[src/rtl/tccg_pkg.sv]
`timescale 1ns / 1ps

package tccg_pkg;

  localparam int FONT_COUNT_DEF   = 4;
  localparam int TEXT_COLUMNS_DEF = 32;
  localparam int TEXT_ROWS_DEF    = 24;

  // request codes on the input channel
  localparam logic [1:0] FUNC_FONT_WRITE = 2'd0;
  localparam logic [1:0] FUNC_CELL_CHECK = 2'd1;
  localparam logic [1:0] FUNC_FRAME_END  = 2'd2;

  // configuration register indexes
  localparam logic [1:0] CFG_COLOR_MODE    = 2'd0;
  localparam logic [1:0] CFG_NEGATIVE_MODE = 2'd1;
  localparam logic [1:0] CFG_FONT_SELECT   = 2'd2;

  localparam logic [7:0] SHADOW_CHAR_RESET = 8'h00;
  localparam logic [7:0] SHADOW_ATTR_RESET = 8'h0F;
  localparam logic [3:0] COLOR_MAX         = 4'hF;
  localparam logic [2:0] ROW_LAST          = 3'd7;

  typedef struct packed {
    logic       color_mode;
    logic       negative_mode;
    logic [1:0] font_select;
  } cfg_t;

  typedef struct packed {
    logic [9:0] cell_idx;
    logic [2:0] row;
    logic [7:0] attr;
  } row_meta_t;

endpackage

[src/rtl/tccg_pixel_out.sv]
`timescale 1ns / 1ps

module tccg_pixel_out import tccg_pkg::*; (
  input  logic       clk,
  input  logic       rst,
  input  logic       row_valid,
  output logic       row_ready,
  input  logic [7:0] glyph,
  input  row_meta_t  meta,
  input  cfg_t       cfg,
  output logic       out_valid,
  input  logic       out_stall,
  output logic [9:0] out_cell,
  output logic [2:0] pixel_row,
  output logic [3:0] pixel_0,
  output logic [3:0] pixel_1,
  output logic [3:0] pixel_2,
  output logic [3:0] pixel_3,
  output logic [3:0] pixel_4,
  output logic [3:0] pixel_5,
  output logic [3:0] pixel_6,
  output logic [3:0] pixel_7,
  output logic       last_row
);

  logic [3:0] pix [8];

  function automatic logic [3:0] shade(input logic on, input logic [7:0] attr, input cfg_t c);
    logic [3:0] v;
    if (c.color_mode) begin
      v = on ? attr[3:0] : attr[7:4];
    end else begin
      v = on ? COLOR_MAX : 4'd0;
    end
    if (c.negative_mode) begin
      v = COLOR_MAX - v;
    end
    return v;
  endfunction

  assign row_ready = !out_valid || !out_stall;

  always_ff @(posedge clk) begin
    if (rst) begin
      out_valid <= 1'b0;
    end else if (row_ready) begin
      out_valid <= row_valid;
    end
  end

  always_ff @(posedge clk) begin
    if (row_ready && row_valid) begin
      out_cell  <= meta.cell_idx;
      pixel_row <= meta.row;
      last_row  <= (meta.row == ROW_LAST);
      for (int i = 0; i < 8; i++) begin
        // bit 7 is the leftmost pixel
        pix[i] <= shade(glyph[7 - i], meta.attr, cfg);
      end
    end
  end

  assign pixel_0 = pix[0];
  assign pixel_1 = pix[1];
  assign pixel_2 = pix[2];
  assign pixel_3 = pix[3];
  assign pixel_4 = pix[4];
  assign pixel_5 = pix[5];
  assign pixel_6 = pix[6];
  assign pixel_7 = pix[7];

endmodule

[config.mk]
export PLATFORM = sky130hd
export DESIGN_NAME = tccg_pixel_out
export DESIGN_NICKNAME = d
export VERILOG_FILES = /design/src/rtl/tccg_pkg.sv /design/src/rtl/tccg_pixel_out.sv
export SDC_FILE = /design/constraint.sdc
export NUM_CORES = 1
export LEC_CHECK = 0
export BUFFER_PORTS_ARGS = -buffer_cell sky130_fd_sc_hd__buf_2
export CAP_MARGIN = 40
export CELL_PAD_IN_SITES_DETAIL_PLACEMENT = 1
export CELL_PAD_IN_SITES_GLOBAL_PLACEMENT = 1
export CORE_ASPECT_RATIO = 1.5
export CORE_MARGIN = 2
export CORE_UTILIZATION = 39
export DETAILED_ROUTE_END_ITERATION = 8
export PLACE_DENSITY = 0.91
export SETUP_SLACK_MARGIN = 0.3
export SLEW_MARGIN = 20
export SYNTH_ARGS = -nofsm -noshare
export SYNTH_HDL_FRONTEND = slang
export SYNTH_SLANG_ARGS = --single-unit
[constraint.sdc]
create_clock -name clk -period 2.55 [get_ports clk]
set_clock_uncertainty 0.1 [all_clocks]
set_input_delay 0.51 -clock clk [delete_from_list [all_inputs] [get_ports clk]]
set_output_delay 0.51 -clock clk [all_outputs]
set_load 0.01 [all_outputs]
==> metrics.cfg <==
[clocking]
h-tree-depth = 2
cts-hold-fix-buffers = 0
insertion_delay_ns = 0.29
cts_tree = yes
cts.sinks = 47
cts_root_buf = clkbuf_8
clk_pin_slew_ns = 0.09
max-clock-path-buffers = 2
cts_made_buffers = 5
post_cts_resize_count = 0
post_cts_buffers = 0

[critical_path]
r2r_end = out_cell[3]
slowest_delay_ns = 0.33
worstPathRequired_ns = 2.50
rrSetupSlack_ns = 1.05
crit_chain = buf_2, buf_4, a21oi_1, a21oi_2, xor2_1
crit_arrival_ns = 1.53
worstSetupStartpointType = primary input
rr_worst_depth = 3
path_class = in -> reg
endpoint_kind = flip-flop
path_buf_inv = 2
cpLargestDelayFamily = buffers and inverters
crit_fanout = 20
critPathSlowestCell = buf_4
timing.rr.start = out_valid

[synthesis]
yosysUniqueCellTypes = 20
postSynthCellCount = 172
synth-seq-cells = 47
syn_avg_cell_area_sq_um = 13.7
netlist_area_sq_um = 2360
yosys_warnings = 0
syn_nets = 209
yosysSeqAreaShare = 0.593

[routing]
wl_per_cell_um = 16.7
drc_errors = 0
drtAntennaViolNets = 0
first_iter_violations = 65
first_pass_iters = 4
vias = 1587
via_per_inst = 4.99
routed_wl_mm = 5.32

[sta]
tightest_slew_ns = 0.580
max_freq_ghz = 0.633
hold_viol = 0
timing.final.crit_share = 0.619
rsz0062_at_grt = no
fin_setup_tns_ns = 0
min_period_ns = 1.58
maxSlewHeadroom = 0.613
setup_viol = 0
maxSlewViolCount = 0
setup_slack_ns = 0.970

[placed_design]
portBuffers = 82
place_congestion = 0.780
hpwl_mm = 3.95
dp_worst_setup_slack_ns = 0.679

[final_layout]
multiInputGateArea_sq_um = 838
register_area_sq_um = 1400
drive_gt1_frac = 0.573
fill_cells = 651
diodes = 0
num-nets-final = 282
syn_to_final_growth_pct = 21.5

[die]
start_util = 0.406
die-area_sq_um = 6720
coreArea_sq_um = 5830
io_pins = 85
die_y_um = 99.4
num_rows = 34
die_x_um = 67.6

[status]
status = complete, no violations

[power_and_ir_drop]
p_leak_nw = 1.13
powerDensity_nw_per_um2 = 611
ir_worst_vdd_mv = 0.248

[min_path]
holdPathEnd = out_valid
hold-path-cell-count = 2
min_from = rst
hold_path.class = in -> reg

[global_routing]
grt_use_total = 0.171
global_route.overflow_total = 0
antenna_found_initial = 0
grt_max_degree = 47
grt_pass1_wl_mm = 8.37
first_global_vias = 1705

[job]
cap_violations = 0

## worst max-delay path by stage
stage                   start        end  slack, ns  depth (start not counted)
floorplan           out_stall   last_row       0.77                          2
global placement       cfg[3]  pix[1][8]       0.71                          5
detailed placement     cfg[3]  pix[1][7]       0.68                          5
CTS                    cfg[3]  pix[1][7]       1.00                          5
global route           cfg[3]  pix[1][7]       0.87                          5
finish                 cfg[3]  pix[1][7]       0.97                          5
## cells in the mapped netlist (all sizes together)
| library cell | instances | area (sq um) |
|---|---|---|
| dfxtp | 1 | 20.0 |
| o21ai | 4 | 35.0 |
| edfxtp | 46 | 1380 |
| nand2 | 2 | 15.0 |
| a21oi | 57 | 417 |
| and3 | 1 | 6.26 |
| a21o | 4 | 33.8 |
| and2b | 4 | 40.0 |
| clkbuf | 5 | 22.5 |
| and2 | 1 | 6.26 |
| xnor2 | 4 | 35.0 |
| xor2 | 28 | 245 |
| buf | 14 | 104 |
| nor2 | 1 | 3.75 |
## registers in the layout, indices dropped and copies added (netlist names)
signal / flops
last_row: 1
pix: 32
out_cell: 10
out_valid: 1
pixel_row: 3
## power by group
group	switching [mW]	internal [mW]	leakage, nW
combinational	0.197	0.131	0.632
clock	0.259	0.222	0.0474
sequential	0.0145	0.932	0.454
## layer usage
metal	vias to the layer above	global-route usage	wire length (um)
li1	757	-	-
met1	762	0.184	1920
met2	58	0.305	3030
met3	10	0.0339	228
met4	0	0.0863	138
met5	-	0	0
## layout make-up
cell class | count | share of cell area
clock buffer | 6 | 0.0287
clock inverter | 2 | 0.00566
multi-input combinational | 106 | 0.292
sequential | 47 | 0.488
tap | 72 | 0.0313
timing repair buffer | 85 | 0.155
## cells in the final DEF (no fill, tap or decap)
| cell | netlist | layout |
|---|---|---|
| nand2_1 | 1 | 1 |
| dfxtp_1 | 1 | 1 |
| buf_4 | 0 | 2 |
| nand2_4 | 1 | 1 |
| o21ai_2 | 4 | 4 |
| clkinv_4 | 0 | 1 |
| a21oi_2 | 35 | 35 |
| nor2_1 | 1 | 1 |
| xor2_1 | 28 | 28 |
| xnor2_1 | 4 | 4 |
| and2b_4 | 4 | 4 |
| a21o_1 | 1 | 1 |
| buf_12 | 1 | 1 |
| a21o_2 | 3 | 3 |
| and3_1 | 1 | 1 |
| clkinvlp_4 | 0 | 1 |
| edfxtp_1 | 46 | 46 |
| a21oi_1 | 22 | 22 |
| and2_2 | 0 | 1 |
| clkbuf_8 | 0 | 6 |
| buf_2 | 10 | 82 |
## kinds of logic (layout without fill, tap and decap cells)
| family | count (synthesis) | after routing | share of synthesized area |
|---|---|---|---|
| AOI/OAI and AO/OA | 65 | 65 | 0.205 |
| xor gates and xnor gates | 32 | 32 | 0.119 |
| buffers and inverters | 19 | 93 | 0.0534 |
| DFF | 47 | 47 | 0.593 |
| and+or+nand+nor | 9 | 9 | 0.0302 |
## stage by stage
stage	cell area (sq um)	utilization	cells	hold WS, ns	total power, mW
5_1_grt	2870	0.493	318	0.254	1.83
4_1_cts	2870	0.493	318	0.265	1.78
2_1_floorplan	2370	-	172	0.437	1.18
3_5_place_dp	2780	0.476	310	0.507	1.30
6_report	2870	0.493	318	0.276	1.75
3_3_place_gp	2780	0.476	310	0.386	1.28
No activity file was read; power rests on OpenSTA's default activity.
